## src/hdl/fbsr_pkg.sv

```systemverilog
// Package for the frame-store shape rasterizer: command codes, the queued
// command record, queue status and the back-end state encoding.
// No dependencies; every other file of the block but fbsr_ram refers to it.
`default_nettype none

package fbsr_pkg;

   // Command codes as they arrive on the request channel.
   localparam logic [2:0] KIND_PUT          = 3'd0;
   localparam logic [2:0] KIND_CLEAR        = 3'd1;
   localparam logic [2:0] KIND_RECT_EDGE    = 3'd2;
   localparam logic [2:0] KIND_RECT_FILL    = 3'd3;
   localparam logic [2:0] KIND_CIRCLE_EDGE  = 3'd4;
   localparam logic [2:0] KIND_CIRCLE_FILL  = 3'd5;
   localparam logic [2:0] KIND_READ         = 3'd6;

   localparam int COORD_W     = 11;
   localparam int RADIUS_W    = 9;
   localparam int COLOR_W     = 24;
   localparam int QUEUE_DEPTH = 2;
   localparam int QPTR_W      = $clog2(QUEUE_DEPTH);
   localparam int QCNT_W      = $clog2(QUEUE_DEPTH + 1);

   typedef enum logic [2:0] {
      OP_BOX,
      OP_RECT_EDGE,
      OP_CIRCLE_EDGE,
      OP_CIRCLE_FILL,
      OP_CLEAR,
      OP_READ
   } op_type;

   // Bounding box corners are inclusive and may lie left of or above the store.
   typedef struct packed {
      op_type                      op;
      logic signed [COORD_W-1:0]   x0;
      logic signed [COORD_W-1:0]   y0;
      logic signed [COORD_W-1:0]   x1;
      logic signed [COORD_W-1:0]   y1;
      logic [RADIUS_W-1:0]         radius;
      logic [COLOR_W-1:0]          color;
   } cmd_type;

   typedef struct packed {
      logic full;
      logic empty;
   } queue_status_type;

   typedef enum logic [2:0] {
      B_IDLE,
      B_SETUP,
      B_PREP,
      B_REDUCE,
      B_SCAN,
      B_CLEAR,
      B_READ,
      B_READ_WAIT
   } back_state_type;

endpackage

`default_nettype wire

```

## src/hdl/fbsr_if.sv

```systemverilog
// Channel interfaces of the rasterizer: the command request channel and the
// read response channel, each with valid/ready handshake. Uses fbsr_pkg.
`default_nettype none


interface fbsr_rsp_if;
   logic                         valid;
   logic                         ready;
   logic [fbsr_pkg::COLOR_W-1:0] read_color;

   modport source (output valid, output read_color, input ready);
   modport sink (input valid, input read_color, output ready);
endinterface

`default_nettype wire

```

## src/hdl/fbsr_back.sv

```systemverilog
// Back end: takes commands from the queue, reduces the start address modulo
// the store size, then scans the bounding box one pixel per cycle, clears the
// store or reads one pixel. Uses fbsr_pkg and fbsr_rsp_if.
`default_nettype none

module fbsr_back #(
   parameter int FB_WIDTH  = 320,
   parameter int FB_HEIGHT = 200,
   localparam int STORE_SIZE = FB_WIDTH * FB_HEIGHT,
   localparam int ADDR_W     = $clog2(STORE_SIZE)
) (
   input  wire logic                        clock,
   input  wire logic                        reset,
   input  wire fbsr_pkg::cmd_type           head,
   input  wire fbsr_pkg::queue_status_type  qstat,
   output logic                             pop,
   output logic                             ram_we,
   output logic [ADDR_W-1:0]                ram_waddr,
   output logic [fbsr_pkg::COLOR_W-1:0]     ram_wdata,
   output logic [ADDR_W-1:0]                ram_raddr,
   input  wire logic [fbsr_pkg::COLOR_W-1:0] ram_rdata,
   fbsr_rsp_if.source                       rsp_chan
);

   // Largest and most negative linear position a bounding box can reach.
   localparam int MaxPos  = 1022 + 766 * FB_WIDTH;
   localparam int MaxNeg  = 511 + 511 * FB_WIDTH;
   localparam int LinW    = $clog2(MaxPos + 1) + 1;
   // Multiple of the store size that makes every start position non-negative.
   localparam int Offset  = STORE_SIZE * (MaxNeg / STORE_SIZE + 1);
   localparam int NW      = $clog2(MaxPos + Offset + 1);
   // The offset start position is only a few store sizes large, so a short
   // run of compare-and-subtract steps with halving multiples leaves the
   // remainder.
   localparam int RedSteps = $clog2((MaxPos + Offset) / STORE_SIZE + 1);
   localparam int CntW    = $clog2(RedSteps + 1);
   localparam int CW      = fbsr_pkg::COORD_W;

   localparam logic signed [LinW-1:0] WidthS    = LinW'(FB_WIDTH);
   localparam logic [ADDR_W:0]        StoreX    = (ADDR_W + 1)'(STORE_SIZE);
   localparam logic [ADDR_W:0]        WidthX    = (ADDR_W + 1)'(FB_WIDTH);
   localparam logic [ADDR_W-1:0]      LastAddr  = ADDR_W'(STORE_SIZE - 1);
   localparam logic [NW-1:0]          SubTop    = NW'(STORE_SIZE << (RedSteps - 1));
   localparam logic [CntW-1:0]        LastCnt   = CntW'(RedSteps - 1);

   fbsr_pkg::back_state_type state_ff, state_in;
   fbsr_pkg::cmd_type        cmd_ff, cmd_in;

   logic signed [LinW-1:0]  prod_ff, prod_in;
   logic signed [LinW-1:0]  lin_ff, lin_in;
   logic signed [LinW-1:0]  row_lin_ff, row_lin_in;
   logic [NW-1:0]           n_ff, n_in;
   logic [NW-1:0]           sub_ff, sub_in;
   logic [CntW-1:0]         cnt_ff, cnt_in;
   logic [ADDR_W-1:0]       addr_ff, addr_in;
   logic [ADDR_W-1:0]       row_addr_ff, row_addr_in;
   logic signed [CW-1:0]    col_ff, col_in;
   logic signed [CW-1:0]    row_ff, row_in;
   logic signed [CW-1:0]    dx_ff, dx_in;
   logic signed [CW-1:0]    dy_ff, dy_in;
   logic [17:0]             sqx_ff, sqx_in;
   logic [17:0]             sqy_ff, sqy_in;
   logic [17:0]             inner_ff, inner_in;
   logic [18:0]             outer_ff, outer_in;
   logic                    rsp_valid_ff, rsp_valid_in;
   logic [fbsr_pkg::COLOR_W-1:0] rsp_color_ff, rsp_color_in;

   logic signed [LinW-1:0]  lin0;
   logic signed [NW:0]      n_sum;
   logic [NW-1:0]           n_step;
   logic [ADDR_W:0]         row_addr_sum;
   logic [ADDR_W-1:0]       row_addr_next;
   logic [ADDR_W-1:0]       addr_inc;
   logic signed [19:0]      sqx_t;
   logic signed [19:0]      sqy_t;
   logic [18:0]             d2;
   logic                    col_last;
   logic                    row_last;
   logic                    mark;
   logic                    plot;

   assign lin0  = LinW'($signed(cmd_ff.x0)) + prod_ff;
   assign n_sum = (NW + 1)'(lin0) + (NW + 1)'(Offset);

   assign n_step = (n_ff >= sub_ff) ? n_ff - sub_ff : n_ff;

   assign row_addr_sum  = {1'b0, row_addr_ff} + WidthX;
   assign row_addr_next = (row_addr_sum >= StoreX) ? ADDR_W'(row_addr_sum - StoreX)
                                                   : row_addr_sum[ADDR_W-1:0];
   assign addr_inc      = (addr_ff == LastAddr) ? '0 : addr_ff + 1'b1;

   // (d - 1)^2 = d^2 - 2d + 1 as the distance to the centre steps down.
   assign sqx_t = $signed({2'b00, sqx_ff}) - (20'(dx_ff) <<< 1) + 20'sd1;
   assign sqy_t = $signed({2'b00, sqy_ff}) - (20'(dy_ff) <<< 1) + 20'sd1;
   assign d2    = {1'b0, sqx_ff} + {1'b0, sqy_ff};

   assign col_last = (col_ff == cmd_ff.x1);
   assign row_last = (row_ff == cmd_ff.y1);

   always_comb begin
      case (cmd_ff.op)
         fbsr_pkg::OP_BOX:         mark = 1'b1;
         fbsr_pkg::OP_RECT_EDGE:   mark = (row_ff == cmd_ff.y0) || row_last ||
                                          (col_ff == cmd_ff.x0) || col_last;
         fbsr_pkg::OP_CIRCLE_EDGE: mark = (d2 < outer_ff) && (d2 >= {1'b0, inner_ff});
         fbsr_pkg::OP_CIRCLE_FILL: mark = (d2 < outer_ff);
         default:                  mark = 1'b0;
      endcase
   end

   // Pixels at a negative linear position are skipped.
   assign plot = mark && !lin_ff[LinW-1];

   always_comb begin
      state_in     = state_ff;
      cmd_in       = cmd_ff;
      prod_in      = prod_ff;
      lin_in       = lin_ff;
      row_lin_in   = row_lin_ff;
      n_in         = n_ff;
      sub_in       = sub_ff;
      cnt_in       = cnt_ff;
      addr_in      = addr_ff;
      row_addr_in  = row_addr_ff;
      col_in       = col_ff;
      row_in       = row_ff;
      dx_in        = dx_ff;
      dy_in        = dy_ff;
      sqx_in       = sqx_ff;
      sqy_in       = sqy_ff;
      inner_in     = inner_ff;
      outer_in     = outer_ff;
      rsp_valid_in = rsp_valid_ff && !rsp_chan.ready;
      rsp_color_in = rsp_color_ff;
      pop          = 1'b0;
      ram_we       = 1'b0;
      ram_wdata    = cmd_ff.color;

      unique case (state_ff)
         fbsr_pkg::B_IDLE: begin
            if (!qstat.empty) begin
               pop    = 1'b1;
               cmd_in = head;
               if (head.op == fbsr_pkg::OP_CLEAR) begin
                  addr_in  = '0;
                  state_in = fbsr_pkg::B_CLEAR;
               end else begin
                  state_in = fbsr_pkg::B_SETUP;
               end
            end
         end
         fbsr_pkg::B_SETUP: begin
            prod_in  = LinW'($signed(cmd_ff.y0)) * WidthS;
            inner_in = 18'(cmd_ff.radius) * 18'(cmd_ff.radius);
            state_in = fbsr_pkg::B_PREP;
         end
         fbsr_pkg::B_PREP: begin
            lin_in     = lin0;
            row_lin_in = lin0;
            n_in       = n_sum[NW-1:0];
            sub_in     = SubTop;
            cnt_in     = '0;
            outer_in   = {1'b0, inner_ff} + 19'({cmd_ff.radius, 1'b0}) + 19'd1;
            col_in     = cmd_ff.x0;
            row_in     = cmd_ff.y0;
            dx_in      = $signed({2'b00, cmd_ff.radius});
            dy_in      = $signed({2'b00, cmd_ff.radius});
            sqx_in     = inner_ff;
            sqy_in     = inner_ff;
            state_in   = fbsr_pkg::B_REDUCE;
         end
         fbsr_pkg::B_REDUCE: begin
            n_in   = n_step;
            sub_in = sub_ff >> 1;
            cnt_in = cnt_ff + 1'b1;
            if (cnt_ff == LastCnt) begin
               addr_in     = n_step[ADDR_W-1:0];
               row_addr_in = n_step[ADDR_W-1:0];
               state_in    = (cmd_ff.op == fbsr_pkg::OP_READ) ? fbsr_pkg::B_READ
                                                              : fbsr_pkg::B_SCAN;
            end
         end
         fbsr_pkg::B_SCAN: begin
            ram_we = plot;
            if (col_last) begin
               if (row_last) begin
                  state_in = fbsr_pkg::B_IDLE;
               end else begin
                  row_in      = row_ff + 1'b1;
                  col_in      = cmd_ff.x0;
                  dx_in       = $signed({2'b00, cmd_ff.radius});
                  sqx_in      = inner_ff;
                  dy_in       = dy_ff - 1'b1;
                  sqy_in      = sqy_t[17:0];
                  row_lin_in  = row_lin_ff + WidthS;
                  lin_in      = row_lin_ff + WidthS;
                  row_addr_in = row_addr_next;
                  addr_in     = row_addr_next;
               end
            end else begin
               col_in  = col_ff + 1'b1;
               dx_in   = dx_ff - 1'b1;
               sqx_in  = sqx_t[17:0];
               lin_in  = lin_ff + 1'b1;
               addr_in = addr_inc;
            end
         end
         fbsr_pkg::B_CLEAR: begin
            ram_we    = 1'b1;
            ram_wdata = '0;
            if (addr_ff == LastAddr) begin
               state_in = fbsr_pkg::B_IDLE;
            end else begin
               addr_in = addr_ff + 1'b1;
            end
         end
         fbsr_pkg::B_READ: begin
            // The output register is free next cycle, when the data arrives.
            if (!rsp_valid_ff || rsp_chan.ready) begin
               state_in = fbsr_pkg::B_READ_WAIT;
            end
         end
         fbsr_pkg::B_READ_WAIT: begin
            rsp_valid_in = 1'b1;
            rsp_color_in = ram_rdata;
            state_in     = fbsr_pkg::B_IDLE;
         end
         default: begin
            state_in = fbsr_pkg::B_IDLE;
         end
      endcase
   end

   always_ff @(posedge clock) begin
      if (reset) begin
         state_ff     <= fbsr_pkg::B_IDLE;
         rsp_valid_ff <= 1'b0;
      end else begin
         state_ff     <= state_in;
         rsp_valid_ff <= rsp_valid_in;
      end
   end

   always_ff @(posedge clock) begin
      cmd_ff       <= cmd_in;
      prod_ff      <= prod_in;
      lin_ff       <= lin_in;
      row_lin_ff   <= row_lin_in;
      n_ff         <= n_in;
      sub_ff       <= sub_in;
      cnt_ff       <= cnt_in;
      addr_ff      <= addr_in;
      row_addr_ff  <= row_addr_in;
      col_ff       <= col_in;
      row_ff       <= row_in;
      dx_ff        <= dx_in;
      dy_ff        <= dy_in;
      sqx_ff       <= sqx_in;
      sqy_ff       <= sqy_in;
      inner_ff     <= inner_in;
      outer_ff     <= outer_in;
      rsp_color_ff <= rsp_color_in;
   end

   assign ram_waddr           = addr_ff;
   assign ram_raddr           = addr_ff;
   assign rsp_chan.valid      = rsp_valid_ff;
   assign rsp_chan.read_color = rsp_color_ff;

   a_write_states: assert property (@(posedge clock) disable iff (reset)
      ram_we |-> (state_ff == fbsr_pkg::B_SCAN || state_ff == fbsr_pkg::B_CLEAR))
      else $error("store written outside a scan or clear");

   a_write_range: assert property (@(posedge clock) disable iff (reset)
      ram_we |-> ({1'b0, ram_waddr} < StoreX))
      else $error("store write address beyond the store");

   a_wait_slot_free: assert property (@(posedge clock) disable iff (reset)
      (state_ff == fbsr_pkg::B_READ_WAIT) |-> !rsp_valid_ff)
      else $error("read data arrived while the response register was full");

   a_rsp_from_read: assert property (@(posedge clock) disable iff (reset)
      $rose(rsp_valid_ff) |-> ($past(state_ff) == fbsr_pkg::B_READ_WAIT))
      else $error("response raised without a read");

endmodule

`default_nettype wire
```

## src/flat_wrapper.sv

```systemverilog
// flat-port wrapper written by rule: the top's interface ports become plain ports
module fbsr_back_flat 
#(
   parameter int FB_WIDTH  = 320,
   parameter int FB_HEIGHT = 200,
   localparam int STORE_SIZE = FB_WIDTH * FB_HEIGHT,
   localparam int ADDR_W     = $clog2(STORE_SIZE)
)
  (clock, reset, head, qstat, pop, ram_we, ram_waddr, ram_wdata, ram_raddr, ram_rdata, rsp_chan_valid, rsp_chan_read_color, rsp_chan_ready);
  fbsr_rsp_if rsp_chan_i ();
  input  wire logic clock;
  input  wire logic reset;
  input  wire fbsr_pkg::cmd_type head;
  input  wire fbsr_pkg::queue_status_type qstat;
  output logic pop;
  output logic ram_we;
  output logic [ADDR_W-1:0] ram_waddr;
  output logic [fbsr_pkg::COLOR_W-1:0] ram_wdata;
  output logic [ADDR_W-1:0] ram_raddr;
  input  wire logic [fbsr_pkg::COLOR_W-1:0] ram_rdata;
  output wire logic [$bits(rsp_chan_i.valid)-1:0] rsp_chan_valid;
  output wire logic [$bits(rsp_chan_i.read_color)-1:0] rsp_chan_read_color;
  input wire logic [$bits(rsp_chan_i.ready)-1:0] rsp_chan_ready;
  assign rsp_chan_valid = rsp_chan_i.valid;
  assign rsp_chan_read_color = rsp_chan_i.read_color;
  assign rsp_chan_i.ready = rsp_chan_ready;
  fbsr_back #(.FB_WIDTH(FB_WIDTH), .FB_HEIGHT(FB_HEIGHT)) u_core (.clock(clock), .reset(reset), .head(head), .qstat(qstat), .pop(pop), .ram_we(ram_we), .ram_waddr(ram_waddr), .ram_wdata(ram_wdata), .ram_raddr(ram_raddr), .ram_rdata(ram_rdata), .rsp_chan(rsp_chan_i));
endmodule
```

## config.mk

```make
export PLATFORM = sky130hd
export DESIGN_NAME = fbsr_back_flat
export DESIGN_NICKNAME = d
export VERILOG_FILES = /design/src/hdl/fbsr_pkg.sv /design/src/hdl/fbsr_if.sv /design/src/hdl/fbsr_back.sv /design/src/flat_wrapper.sv
export SDC_FILE = /design/constraint.sdc
export NUM_CORES = 1
export LEC_CHECK = 0
export BUFFER_PORTS_ARGS = -buffer_cell sky130_fd_sc_hd__buf_2
export CORE_MARGIN = 2
export CORE_UTILIZATION = 35
export DETAILED_ROUTE_END_ITERATION = 10
export GPL_TIMING_DRIVEN = 0
export MAX_ROUTING_LAYER = met4
export PLACE_DENSITY = 0.48
export SLEW_MARGIN = 20
export SYNTH_ARGS = -nofsm -noshare
export SYNTH_HDL_FRONTEND = slang
export SYNTH_SLANG_ARGS = --single-unit
```

## constraint.sdc

```tcl
create_clock -name clock -period 16.4 [get_ports clock]
set_input_delay 3.28 -clock clock [delete_from_list [all_inputs] [get_ports clock]]
set_output_delay 3.28 -clock clock [all_outputs]
set_load 0.01 [all_outputs]
```

* After elaboration in Yosys (flattened, before gate mapping) *
Cells that the tools add are included.

operators by class
  bitwise logic cells = 1
  $add $sub $neg = 20
  eq/ne operators = 29
  $mul = 2
  reductions and logical operators = 23
  muxes and demuxes = 53
  magnitude comparators = 4

operators with widths
  kind                                                count
  one-hot mux 19 bit (2 select lines)                 4
  two-way mux 16 bit                                  9
  two-way mux 11 bit                                  8
  one-hot mux 11 bit (2 select lines)                 4
  two-way mux 19 bit                                  4
  two-way mux 18 bit                                  4
  one-hot mux 18 bit (2 select lines)                 2
  one-hot mux 16 bit (4 select lines)                 1
  == test 11 bit                                      4
  adder 19 x 1 -> 19 bit, second input constant       2
  adder 18 x 2 -> 18 bit, second input constant       2
  subtractor 18 x 12 -> 18 bit                        2
  one-hot mux 16 bit (2 select lines)                 1
  two-way mux 24 bit                                  1
  one-hot mux 3 bit (8 select lines)                  1
  adder 11 x 1 -> 11 bit, second input constant       2
  subtractor 11 x 1 -> 11 bit, second input constant  2
  two-way mux 3 bit                                   7
  adder 11 x 19 -> 19 bit                             1
  adder 18 x 10 -> 19 bit                             1
  adder 18 x 18 -> 19 bit                             1
  adder 19 x 10 -> 19 bit, second input constant      1
  adder 19 bit, second input constant                 1
  greater-or-equal comparator 19 x 18 -> 1 bit        1
  34 further kinds                                    66

storage, ports and cells
  register bits = 348
  bits of input ports = 109
  output and inout bits = 83
  word-level logic and storage cells = 159

* Longest topological paths before layout *
Gate-level depths: netlist of run 1.

  depth in word-level cells = 7
  mapped depth = 20
  depth with buffers taken out = 19

* Least setup slack after synthesis of run 1 *
No wires, ideal clock.

  kind = input to output
  from = input qstat[0] (netlist name)
  to = output pop
  path buffers = 0
  cell stages on the path = 1
  setup slack = 2.021 ns
  data arrival time = 11.099 ns
  data required time = 13.120 ns
  path through = nor4_1

between the ends
  cells in the longest elaborated chain, start to end = 2

RTL lines
  what               RTL line            RTL
  start, declared    flat_wrapper.sv:14  input wire fbsr_pkg::queue_status_type qstat;
  two-way mux 1 bit  fbsr_back.sv:141    if (!qstat.empty) begin
  two-way mux 1 bit  fbsr_back.sv:139    unique case (state_ff)
  end, declared      flat_wrapper.sv:15  output logic pop;

Every way passes these cells.

* Worst setup path in the final report of run 1 *
  from = register u_core.sqy_ff[1]
  to = output ram_we

between the ends
  cells in the longest elaborated chain, start to end = 6
  elaborated cells on any way between the ends = 7
  classes of those cells = 1 x add/sub; 2 x order compare; 2 x mux; 2 x reduce/logical

RTL lines
  what                                                                                        RTL line                            RTL
  start, declared                                                                             fbsr_back.sv:62                     logic [17:0] sqy_ff, sqy_in;
  start signal, assigned                                                                      fbsr_back.sv:259                    sqy_ff <= sqy_in;
  adder 18 x 18 -> 19 bit *                                                                   fbsr_back.sv:95                     assign d2 = {1'b0, sqx_ff} + {1'b0, sqy_ff};
  < comparator 19 bit / greater-or-equal comparator 19 x 18 -> 1 bit (equally long branches)  fbsr_back.sv:105, fbsr_back.sv:106
  logical AND 1 bit                                                                           fbsr_back.sv:105                    fbsr_pkg::OP_CIRCLE_EDGE: mark = (d2 < outer_ff) && (d2 >= {1'b0, inner_ff});
  one-hot mux 1 bit (4 select lines) *                                                        fbsr_back.sv:101                    case (cmd_ff.op)
  logical AND 1 bit *                                                                         fbsr_back.sv:112                    assign plot = mark && !lin_ff[LinW-1];
  one-hot mux 1 bit (2 select lines) *                                                        fbsr_back.sv:139
  end, declared                                                                               flat_wrapper.sv:16                  output logic ram_we;

Mark *: on every way between the ends. The rest lies on a longest branch, timed or not.

==> flow_summary.rst, run 1 <==
.. list-table::
   :header-rows: 1

   * - Metric
     - Value
   * - Number of violations of the max-capacitance limit
     - 0
   * - Number of buffers added by the clock tree synthesis step
     - 44
   * - Detailed Routing Iterations Pass 1
     - 5
   * - Highest clock frequency the design can meet
     - 116 MHz
   * - Largest delay share family, worst path
     - compound AO/OA/AOI/OAI gates
   * - CP max-delay cell
     - sky130_fd_sc_hd__edfxtp_1
   * - Required time at the worst-slack endpoint
     - 13.12 ns
   * - Area growth syn-to-layout
     - 15.9%
   * - Beginning of the worst register-to-register path
     - u_core.cmd_ff[26]$_DFFE_PP_
   * - H-tree lvl count
     - 2
   * - Pleak
     - between 0.01 and 0.015 µW
   * - Reg2reg end
     - u_core.inner_ff[17]$_DFFE_PP_
   * - Layout Cells excl Fill
     - about 3300
   * - Smallest hold slack
     - 0.518 ns
   * - Classification of the worst-slack hold path
     - reg -> reg
   * - Number of buffers and inverters on the critical path
     - 2
   * - Largest area contributor in the netlist
     - sky130_fd_sc_hd__edfxtp_1
   * - Total core area
     - approximately 0.066 mm²
   * - Most used DFF post-synth
     - sky130_fd_sc_hd__edfxtp_1
   * - Count of boundary I/O pins
     - around 190
   * - DR vias/cell
     - 5.03
   * - Most area-consuming cells after synthesis
     - sky130_fd_sc_hd__edfxtp_1 (44%), sky130_fd_sc_hd__ha_1 (12%), sky130_fd_sc_hd__xnor2_1 (5.1%)
   * - Transition time at the pin with the least slew margin
     - ~0.96 ns
   * - Post-Route Utilization
     - 40.9%
   * - Shortest clock period the worst path allows after layout
     - 8.61 ns
   * - Layout filler cell count
     - 6383
   * - Worst Min Path Start
     - u_core.sub_ff[14]$_SDFFCE_PN1P_
   * - Capture endpoint of the worst hold path
     - u_core.sub_ff[13]$_SDFFCE_PN1P_
   * - Fin. max-slew vios
     - 0
   * - Worst setup SP type
     - register
   * - Most frequent cells in the layout
     - sky130_fd_sc_hd__edfxtp_1 (342), sky130_fd_sc_hd__ha_1 (220), sky130_fd_sc_hd__buf_2 (199)
   * - Final-report hold violation count
     - 0
   * - First-pass GRT wire length
     - just under 100 mm
   * - # placed instances
     - around 3300
   * - Std-Cell Rows
     - between 90 and 100
   * - Number of nets in the layout
     - about 2800
   * - Overall fraction of global-route tracks in use
     - 18.9%
   * - Relative slew margins
     - 36.0%
   * - Input/output buffers
     - 190
   * - Largest buffer count on any clock path
     - 3
   * - Die Span Y
     - around 260 µm
   * - Avg Synthesized Cell Area
     - 10.6 µm²
   * - Worst endpoint data arrival time
     - around 5.3 ns
   * - Clock tree from TritonCTS
     - built
   * - Maximum ir drop on the vdd rail
     - roughly 0.13 mV
   * - Detailed Route Iter0 Violations
     - a little over 1000
   * - Worst-Skew Late Latency
     - 0.58 ns
   * - Syn Inst Count
     - 2186
   * - Detailed-route DRC error count
     - 0
   * - Maximum cell stage delay along the critical path
     - 0.49 ns
   * - Root Buffer
     - sky130_fd_sc_hd__clkbuf_16
   * - Final critical-path share of the clock period
     - approximately 52%
   * - Register bit count reported by yosys
     - 346
   * - Final setup fails
     - 0
   * - Status
     - complete, no violations
   * - Via count of the first global-routing pass
     - 16600
   * - Register area share after synthesis
     - around 45%
   * - Antenna violations before repair
     - 3
   * - Total number of yosys warnings
     - 0
   * - Total global routing overflow
     - 0
   * - Cells along the critical path
     - inv_1 > fa_1 > nor2b_1 > o31ai_1 > a21oi_1 > a31oi_2 > a21oi_1 > a21o_1 > a21oi_1 > xnor2_1 > ha_1 > a21o_1 > a21o_1 > a211oi_1 > o21ai_0 > o31a_1 > o21ai_1 > buf_2
   * - Final clock skew
     - 0.0166 ns
   * - Clock-pin slew reported for the worst setup and hold paths after clock tree synthesis
     - 0.06 ns
   * - Detailed-placement wirelength estimate
     - 48.5 mm
   * - Type of destination of the critical path
     - primary output
   * - Die X
     - 261 µm
   * - Cell depth of the worst min-delay path
     - 2
   * - Area fraction of the dominant cell type after synthesis
     - 44.5%
   * - Number of buffers inserted by post-CTS setup repair
     - 0
   * - Global placement routability congestion
     - roughly 0.87
   * - Final wirelength
     - 62.4 mm
   * - Number of antenna-violating nets in the routed design
     - 0
   * - Reg2Reg Setup Slack
     - 10.88 ns
   * - Total negative slack
     - 0 ns
   * - CTS hold repair buffers
     - 0
   * - Maximum fanout along the worst path
     - 3
   * - Overall die area
     - 0.0680 mm²
   * - Syn Nets
     - around 2600
   * - Number of vias after detailed routing
     - around 17000
   * - Pin count of the biggest net entering global routing
     - 30
   * - Async set-or-reset flop fraction in the synthesized netlist
     - 0%
   * - Post-Syn Area
     - 0.0231 mm²
   * - Fraction of layout cells with a size suffix above 1
     - 12.8%
   * - Starting utilization of the core area
     - 35.2%
   * - Length in cells of the worst reg-to-reg path
     - 20
   * - Number of synthesized flops with an enable pin
     - 342
   * - Most common cell after layout, fill and taps aside
     - sky130_fd_sc_hd__edfxtp_1
   * - Wire length per cell
     - 18.7 µm
   * - Class of the most critical setup path
     - reg -> out
   * - Count of distinct cell types in the synthesized netlist
     - between 80 and 90
   * - Number of resized instances in the post-cts repair step
     - 0
   * - # clock sinks
     - between 300 and 400
   * - Power per cell area
     - 239 mW/mm²
   * - Unrepaired setup endpoints after global routing
     - false
worst reg2reg max path, stage by stage (launching register included):
cell and delay, ns:
sky130_fd_sc_hd__edfxtp_1 0.55, sky130_fd_sc_hd__clkbuf_1 0.34, sky130_fd_sc_hd__and2_1 0.27, sky130_fd_sc_hd__fa_1 0.50, sky130_fd_sc_hd__inv_1 0.06, sky130_fd_sc_hd__fa_1 0.49
sky130_fd_sc_hd__inv_1 0.04, sky130_fd_sc_hd__ha_1 0.26, sky130_fd_sc_hd__inv_1 0.05, sky130_fd_sc_hd__fa_1 0.58, sky130_fd_sc_hd__inv_1 0.06, sky130_fd_sc_hd__ha_1 0.29
sky130_fd_sc_hd__a21o_1 0.17, sky130_fd_sc_hd__a21oi_1 0.23, sky130_fd_sc_hd__o21a_1 0.17, sky130_fd_sc_hd__o21ai_0 0.21, sky130_fd_sc_hd__a41oi_1 0.36, sky130_fd_sc_hd__a21oi_1 0.16
sky130_fd_sc_hd__a21o_1 0.20, sky130_fd_sc_hd__a21oi_1 0.18, sky130_fd_sc_hd__xor2_1 0.09
metal layers:
| layer | wire length (µm) | GRT usage [%] | vias up |
|---|---|---|---|
| li1 | - | - | 8323 |
| met1 | 30500 | 26.5 | 8042 |
| met2 | 27600 | 28.6 | 369 |
| met3 | 3150 | 2.67 | 68 |
| met4 | 1220 | 4.63 | 0 |
| met5 | 0 | - | - |
registers in the layout, summed over array words and instances, names as in the netlist, 13 cells and up:
name	cells
u_core.outer_ff	19
u_core.rsp_chan.read_color	24
u_core.row_addr_ff	16
u_core.inner_ff	17
u_core.cmd_ff	80
u_core.sub_ff	18
u_core.ram_raddr	16
u_core.sqy_ff	18
u_core.prod_ff	13
u_core.lin_ff	19
u_core.row_lin_ff	19
u_core.n_ff	19
u_core.sqx_ff	18
layout make-up:
cell class / count / area [µm²] / area share, %
Sequential cell: 346 / 10300 / 38.7
Tap cell: 864 / 1080 / 4.04
Clock inverter: 26 / 218 / 0.813
Clock buffer: 52 / 1130 / 4.23
Antenna cell: 1 / 2.50 / 0.00935
Buffer: 74 / 379 / 1.42
Inverter: 173 / 649 / 2.43
Multi-Input combinational cell: 1593 / 11800 / 43.9
Timing Repair Buffer: 213 / 1200 / 4.50
power breakdown:
group          switching, µW  internal (µW)  total, µW
Clock                    394            539        933
Sequential               235           1490       1720
Combinational           2170           1580       3740
Total                   2800           3600       6400
cells by family (layout without fill, tap and decap cells):
kind of cell / Yosys count / count (layout) / synth area share [%]
AO/OA/AOI/OAI: 447 / 447 / 12.1
AND/OR/NAND/NOR: 618 / 618 / 12.9
flip-flops: 346 / 346 / 44.8
XOR/XNOR: 247 / 247 / 9.37
multiplexers: 21 / 21 / 0.943
buffers and inverters: 247 / 538 / 4.46
adder cells (fa/ha/maj): 260 / 260 / 15.4
other: 0 / 1 / 0
worst max-delay path by stage:
| stage | endpoint | from | slack, ns | cells after the start |
|---|---|---|---|---|
| after floorplan | pop | qstat[0] | 2.02 | 1 |
| after global placement | pop | qstat[0] | -4.19 | 3 |
| final | ram_we | u_core.sqy_ff[1]$_SDFFCE_PN0P_ | 7.79 | 18 |
| after global routing | ram_we | u_core.sqy_ff[1]$_SDFFCE_PN0P_ | 7.50 | 18 |
| after CTS | ram_we | u_core.sqy_ff[1]$_SDFFCE_PN0P_ | 7.75 | 18 |
| after detailed placement | pop | qstat[0] | 8.13 | 6 |
metrics by stage:
stage	instance area (µm²)	power, µW	worst slack [ns]
3_3_place_gp	25100	5400	-4.19
3_5_place_dp	25400	5460	8.13
5_1_grt	26800	7020	7.50
6_report	26800	6400	7.79
4_1_cts	26800	6440	7.75
2_1_floorplan	23100	4440	2.02
synth_stat cells (all sizes together) (22+ instances only):
library cell and number:
nor2b 23, and3 27, edfxtp 342, and2 70, xnor2 135, xor2 112
clkbuf 55, nor2 143, inv 173, fa 40, nor3 43, a21o 42
nand2 173, nand3 57, nand4 22, a21oi 128, o21ai 143, ha 220
(Power assumes the default switching activity.)
==> run 2: changes to the inputs <==
--- a/config.mk
+++ b/config.mk
@@ -11,7 +11,7 @@
 export DETAILED_ROUTE_END_ITERATION = 10
 export GPL_TIMING_DRIVEN = 0
 export MAX_ROUTING_LAYER = met4
-export PLACE_DENSITY = 0.48
+export PLACE_DENSITY = 0.5
 export SLEW_MARGIN = 20
 export SYNTH_ARGS = -nofsm -noshare
 export SYNTH_HDL_FRONTEND = slang
==> constraint.sdc (replaced) <==
create_clock -name clock -period 6.9 [get_ports clock]
set_input_delay 1.38 -clock clock [delete_from_list [all_inputs] [get_ports clock]]
set_output_delay 1.38 -clock clock [all_outputs]
set_load 0.01 [all_outputs]
==> flow_summary.rst, run 2 (synthesis gave the netlist of run 1 again) <==
.. list-table::
   :header-rows: 1

   * - Metric
     - Value
   * - Die Span Y
     - 261 µm
   * - # clock sinks
     - 346
   * - Worst setup SP type
     - register
   * - Fin. max-slew vios
     - 0
   * - Root Buffer
     - sky130_fd_sc_hd__clkbuf_16
   * - Class of the most critical setup path
     - reg -> out
   * - Final critical-path share of the clock period
     - 95.3%
   * - Highest clock frequency the design can meet
     - approximately 150 MHz
   * - Placement-stage worst setup slack
     - 0.821 ns
   * - Max FFs per register
     - 80
   * - Die X
     - around 260 µm
   * - First-pass GRT wire length
     - 95.6 mm
   * - Worst endpoint data arrival time
     - around 5.2 ns
   * - Maximum ir drop on the vdd rail
     - 0.351 mV
   * - Most common cell after layout, fill and taps aside
     - sky130_fd_sc_hd__edfxtp_1
   * - Unrepaired setup endpoints after global routing
     - false
   * - Detailed-placement wirelength estimate
     - about 48 mm
   * - Detailed Route Iter0 Violations
     - around 1100
   * - CP dominant cell by count
     - sky130_fd_sc_hd__a21o_1
   * - Multi-input combinational cell area
     - 0.0118 mm²
   * - Number of buffers added by the clock tree synthesis step
     - 43
   * - Worst Slack Setup Final
     - 0.327 ns
   * - Shortest clock period the worst path allows after layout
     - 6.57 ns
   * - Transition time at the pin with the least slew margin
     - 0.946 ns
   * - Via count of the first global-routing pass
     - 16700
   * - Type of destination of the critical path
     - primary output
   * - Worst-Skew Late Latency
     - around 0.57 ns
   * - Power per cell area
     - 569 mW/mm²
   * - Pin count of the biggest net entering global routing
     - 31
   * - Starting utilization of the core area
     - 35.2%
   * - Total negative slack
     - 0 ns
   * - Classification of the worst-slack hold path
     - reg -> reg
   * - Smallest hold slack
     - 0.507 ns
   * - Number of buffers inserted by post-CTS setup repair
     - 0
   * - Largest delay share family, worst path
     - compound AO/OA/AOI/OAI gates
   * - Clock Power Share
     - 15.8%
   * - Final wirelength
     - 62.0 mm
   * - Number of antenna-violating nets in the routed design
     - 0
   * - Layout filler cell count
     - 6381
   * - Largest register by flop count
     - u_core.cmd_ff
   * - Met3 Track Usage GR
     - 2.25%
   * - Met1 GRT Util
     - roughly a quarter
   * - Cells along the critical path
     - ha_1 > a21o_1 > a21o_1 > a21oi_1 > o21ai_1 > a221oi_1 > a21oi_1 > a21o_1 > a21bo_1 > xor2_1 > ha_1 > nand4_1 > nor3_1 > a211oi_1 > o21ai_0 > o31a_1 > o21ai_2 > buf_2
   * - Final clock skew
     - 0.0180 ns
   * - Overall fraction of global-route tracks in use
     - approximately a fifth
   * - Count of boundary I/O pins
     - 192
   * - Fraction of met2 tracks used by global routing
     - between 20 and 30%
   * - Final setup fails
     - 0
   * - Clock-pin slew reported for the worst setup and hold paths after clock tree synthesis
     - approximately 0.060 ns
   * - Final Cell Area
     - 0.0270 mm²
   * - Overall die area
     - 0.0680 mm²
   * - Antenna violations before repair
     - 1
   * - Layout Cells excl Fill
     - 3338
   * - Detailed-route DRC error count
     - 0
   * - Fraction of power consumed by combinational cells
     - between 50% and 60%
   * - Status
     - complete, no violations
   * - CP max-delay cell
     - sky130_fd_sc_hd__edfxtp_1
   * - Number of nets in the layout
     - 2809
   * - Most frequent cells in the layout
     - sky130_fd_sc_hd__edfxtp_1 (342), sky130_fd_sc_hd__ha_1 (220), sky130_fd_sc_hd__buf_2 (191)
   * - Required time at the worst-slack endpoint
     - around 5.5 ns
   * - Switching power
     - 6540 µW
   * - Wire length per cell
     - 18.6 µm
   * - # placed instances
     - approximately 3300
   * - Relative slew margins
     - 36.9%
   * - Sequential share of power
     - approximately a quarter
   * - Final-report hold violation count
     - 0
   * - Area post-placement
     - between 0.02 and 0.03 mm²
   * - H-tree lvl count
     - 2
   * - Largest buffer count on any clock path
     - 3
   * - Total global routing overflow
     - 0
   * - DR vias/cell
     - 5.09
   * - Sequential cell area
     - 0.0103 mm²
   * - Fraction of layout cells with a size suffix above 1
     - between 10% and 20%
   * - Std-Cell Rows
     - 94
   * - Global placement routability congestion
     - just under 0.9
   * - Number of vias after detailed routing
     - 17000
   * - Maximum cell stage delay along the critical path
     - 0.50 ns
   * - Detailed Routing Iterations Pass 1
     - 5
   * - Total core area
     - about 0.066 mm²
   * - Area growth syn-to-layout
     - 16.9%
   * - Most Used Layer, Global Route
     - met2
   * - Number of violations of the max-capacitance limit
     - 0
   * - Maximum fanout along the worst path
     - 3
   * - Switching part of the total power
     - 42.6%
   * - Number of buffers and inverters on the critical path
     - 1
   * - Clock tree from TritonCTS
     - built
   * - Pleak
     - 0.0112 µW
   * - Internal portion of total power
     - 8820 µW
   * - Input/output buffers
     - 190
-- run 2: per-layer routing --
layer / part of all wire, % / vias up
li1: - / 8335
met1: 48 / 8158
met2: 45 / 416
met3: 5.3 / 76
met4: 1.9 / 0
met5: 0 / -
-- run 2: path summary, 6_finish.rpt --
kind,start,to,slack [ns],depth (start not counted)
worst max-delay path,u_core.sqy_ff[1]$_SDFFCE_PN0P_,ram_we,0.33,18
worst min-delay path,u_core.rsp_chan.valid$_SDFF_PP0_,u_core.rsp_chan.valid$_SDFF_PP0_,0.51,2
worst max register to register,u_core.cmd_ff[26]$_DFFE_PP_,u_core.inner_ff[17]$_DFFE_PP_,1.36,20
worst min register to register,u_core.rsp_chan.valid$_SDFF_PP0_,u_core.rsp_chan.valid$_SDFF_PP0_,0.51,2
-- run 2: through the flow --
step	total power (µW)	utilization [%]
floorplan	10500	-
global placement	12700	38.4
detailed placement	12900	38.8
CTS	15500	41.1
global route	16800	41.2
finish	15400	41.2
-- run 2: timing repair --
action                                  4_1_cts  5_1_grt
endpoints found under the setup margin        0        1
gates resized for setup                       0        4
endpoints found under the hold margin         0        0
hold buffers                                  0        0
-- run 2: worst register-to-register path: cells and delay by family, from the launching register on --
family | cells | cell delay (ns)
compound gates | 8 | 1.61
flops | 1 | 0.56
fa+ha+maj | 5 | 2.18
simple gates | 1 | 0.27
xor+xnor | 1 | 0.09
buf+inv | 5 | 0.56
-- run 2: cell type report --
type | instances | share of cell area (%)
repair buffers | 209 | 4.55
flip-flops and latches | 346 | 38.4
inverters | 173 | 2.41
plain buffers | 74 | 1.41
diodes | 1 | 0.00928
clock inverters | 20 | 1.18
multi-input cells | 1593 | 43.6
well taps | 864 | 4.01
clock buffers | 58 | 4.42
-- run 2: power groups by stage --
stage / Combinational [µW] / Sequential, µW / Clock [µW]
global route: 10100 / 4150 / 2570
global placement: 8510 / 4170 / 0
CTS: 8910 / 4080 / 2490
finish: 8860 / 4070 / 2420
detailed placement: 8830 / 4110 / 0
floorplan: 6560 / 3960 / 0
==> run 3: changes to the inputs <==
--- a/config.mk
+++ b/config.mk
@@ -5,13 +5,14 @@
 export SDC_FILE = /design/constraint.sdc
 export NUM_CORES = 1
 export LEC_CHECK = 0
+export ABC_CLOCK_PERIOD_IN_PS = 7100
 export BUFFER_PORTS_ARGS = -buffer_cell sky130_fd_sc_hd__buf_2
 export CORE_MARGIN = 2
-export CORE_UTILIZATION = 35
+export CORE_UTILIZATION = 50
 export DETAILED_ROUTE_END_ITERATION = 10
 export GPL_TIMING_DRIVEN = 0
 export MAX_ROUTING_LAYER = met4
-export PLACE_DENSITY = 0.5
+export PLACE_DENSITY = 0.66
 export SLEW_MARGIN = 20
 export SYNTH_ARGS = -nofsm -noshare
 export SYNTH_HDL_FRONTEND = slang
==> constraint.sdc (replaced) <==
create_clock -name clock -period 7.1 [get_ports clock]
set_input_delay 1.42 -clock clock [delete_from_list [all_inputs] [get_ports clock]]
set_output_delay 1.42 -clock clock [all_outputs]
set_load 0.01 [all_outputs]
==> flow_summary.rst, run 3 (synthesis gave the netlist of run 1 again) <==
.. list-table::
   :header-rows: 1

   * - Metric
     - Value
   * - Global placement routability congestion
     - 0.925
   * - # clock sinks
     - 346
   * - Antenna violations before repair
     - 1
   * - Die X
     - 219 µm
   * - Final clock skew
     - 0.0163 ns
   * - Most frequent cells in the layout
     - sky130_fd_sc_hd__edfxtp_1 (342), sky130_fd_sc_hd__ha_1 (220), sky130_fd_sc_hd__buf_2 (191)
   * - Largest delay share family, worst path
     - compound AO/OA/AOI/OAI gates
   * - Number of buffers inserted by post-CTS setup repair
     - 0
   * - Power per cell area
     - about 550 mW/mm²
   * - Largest register by flop count
     - u_core.cmd_ff
   * - Relative slew margins
     - 30.5%
   * - Largest buffer count on any clock path
     - 3
   * - Type of destination of the critical path
     - primary output
   * - Fraction of power consumed by combinational cells
     - 58.3%
   * - Final critical-path share of the clock period
     - 94.8%
   * - First-pass GRT wire length
     - between 90 and 100 mm
   * - Maximum cell stage delay along the critical path
     - 0.52 ns
   * - Starting utilization of the core area
     - 50.8%
   * - Worst-Skew Late Latency
     - 0.57 ns
   * - Worst endpoint data arrival time
     - 5.31 ns
   * - Layout filler cell count
     - 3917
   * - Overall power of the completed layout
     - roughly 15000 µW
   * - Cell depth of the worst min-delay path
     - 2
   * - Fin. max-slew vios
     - 0
   * - Placement-stage worst setup slack
     - a little over 1 ns
   * - Count of boundary I/O pins
     - ~190
   * - Fraction of layout cells with a size suffix above 1
     - 12.7%
   * - Final-report hold violation count
     - 0
   * - Switching part of the total power
     - between 40% and 50%
   * - Number of antenna-violating nets in the routed design
     - 0
   * - Via count of the first global-routing pass
     - approximately 17000
   * - Classification of the worst-slack hold path
     - reg -> reg
   * - Shortest clock period the worst path allows after layout
     - between 6 and 7 ns
   * - Max FFs per register
     - 80
   * - Input/output buffers
     - between 150 and 200
   * - Wire length per cell
     - around 19 µm
   * - Detailed-placement wirelength estimate
     - ~44 mm
   * - Transition time at the pin with the least slew margin
     - 1.04 ns
   * - H-tree lvl count
     - 2
   * - Length in cells of the worst reg-to-reg path
     - 20
   * - Number of buffers added by the clock tree synthesis step
     - 40
   * - Clock-pin slew reported for the worst setup and hold paths after clock tree synthesis
     - 0.06 ns
   * - Number of vias after detailed routing
     - around 17000
   * - Final setup fails
     - 0
   * - Cells along the critical path
     - inv_1 > fa_1 > nor2b_1 > o31ai_1 > a21oi_1 > a31oi_2 > a21oi_1 > a21o_1 > a21oi_1 > xnor2_1 > ha_1 > a21o_1 > a21o_1 > a211oi_1 > o21ai_0 > o31a_1 > o21ai_1 > buf_2
   * - Die Span Y
     - 219 µm
   * - Switching power
     - 6300 µW
   * - Number of nets in the layout
     - between 2000 and 3000
   * - Total negative slack
     - 0 ns
   * - Class of the most critical setup path
     - reg -> out
   * - Maximum fanout along the worst path
     - 3
   * - DR vias/cell
     - 5.60
   * - Unrepaired setup endpoints after global routing
     - false
   * - Root Buffer
     - sky130_fd_sc_hd__clkbuf_16
   * - Required time at the worst-slack endpoint
     - 5.68 ns
   * - Clock Power Share
     - roughly 15%
   * - Detailed-route DRC error count
     - 0
   * - Overall fraction of global-route tracks in use
     - around a quarter
   * - Worst setup SP type
     - register
   * - Status
     - complete, no violations
   * - Std-Cell Rows
     - 78
   * - Total global routing overflow
     - 0
   * - Pleak
     - 0.0111 µW
   * - Highest clock frequency the design can meet
     - 149 MHz
   * - Worst Slack Setup Final
     - 0.366 ns
   * - Overall die area
     - 0.0479 mm²
   * - Most common cell after layout, fill and taps aside
     - sky130_fd_sc_hd__edfxtp_1
   * - Critical path depth
     - 18
   * - Post-Route Utilization
     - 58.1%
   * - Clock tree from TritonCTS
     - built
   * - Detailed Route Iter0 Violations
     - 1340
   * - Detailed Routing Iterations Pass 1
     - 5
   * - Total core area
     - 0.0455 mm²
   * - Area growth syn-to-layout
     - 14.4%
   * - Sequential share of power
     - 26.9%
   * - CP max-delay cell
     - sky130_fd_sc_hd__edfxtp_1
   * - CTS hold repair buffers
     - 0
   * - Number of buffers and inverters on the critical path
     - 2
   * - Internal portion of total power
     - 8360 µW
   * - Number of resized instances in the post-cts repair step
     - 0
   * - Final wirelength
     - ~58 mm
   * - Maximum ir drop on the vdd rail
     - between 0.4 and 0.5 mV
   * - Number of violations of the max-capacitance limit
     - 0
   * - Pin count of the biggest net entering global routing
     - 30
run 3: cell count changes in the layout (fill, tap and decap cells not counted), sizes merged:
cell      change
clkbuf       -12
inv           +2
clkinvlp      +2
buf           -3
bufinv        -2
clkinv        +4
run 3: path summary, 6_finish.rpt:
| kind | slack [ns] | endpoint | startpoint |
|---|---|---|---|
| hold / removal | 0.51 | u_core.sub_ff[13]$_SDFFCE_PN1P_ | u_core.sub_ff[14]$_SDFFCE_PN1P_ |
| hold reg to reg | 0.51 | u_core.sub_ff[13]$_SDFFCE_PN1P_ | u_core.sub_ff[14]$_SDFFCE_PN1P_ |
| setup reg to reg | 1.66 | u_core.inner_ff[17]$_DFFE_PP_ | u_core.cmd_ff[26]$_DFFE_PP_ |
| setup / recovery | 0.37 | ram_we | u_core.sqy_ff[1]$_SDFFCE_PN0P_ |
run 3: cell type report:
class	instances	area [µm²]	area share, %
multi-input combinational	1593	11800	44.5
timing repair buffer	206	1180	4.48
clock buffer	46	1050	3.99
clock inverter	26	294	1.11
sequential	346	10300	39.2
buffer	74	379	1.43
inverter	173	649	2.46
tap	600	751	2.84
antenna	1	2.50	0.00947
run 3: power by group through the flow:
stage          clock network [µW]  logic (µW)  registers (µW)
6_report                     2160        8550            3950
5_1_grt                      2270        9610            4020
4_1_cts                      2200        8520            3950
3_5_place_dp                    0        8450            3980
3_3_place_gp                    0        8080            4040
2_1_floorplan                   0        6380            3850
run 3: routing by layer:
layer / routed length, µm / vias up / global-route usage, % / share of wire [%]
met4: 1210 / 0 / 6.67 / 2.1
li1: - / 8307 / - / -
met5: 0 / - / - / 0
met2: 26300 / 538 / 39.1 / 46
met3: 3550 / 88 / 3.37 / 6.2
met1: 26600 / 8228 / 34.2 / 46
run 3: metrics by stage:
stage	std cells	cell area, µm²	hold WS, ns
6_report	3065	26400	0.512
5_1_grt	3065	26400	0.544
4_1_cts	3064	26400	0.517
3_5_place_dp	2992	25100	0.508
3_3_place_gp	2976	24800	0.490
2_1_floorplan	2186	23100	0.488
run 3: tightest hold or removal path, delay by kind of cell, from the launching register on:
kind                   cells  cell delay, ns
flip-flops                 1            0.31
buffers and inverters      1            0.05
AND/OR/NAND/NOR            1            0.05
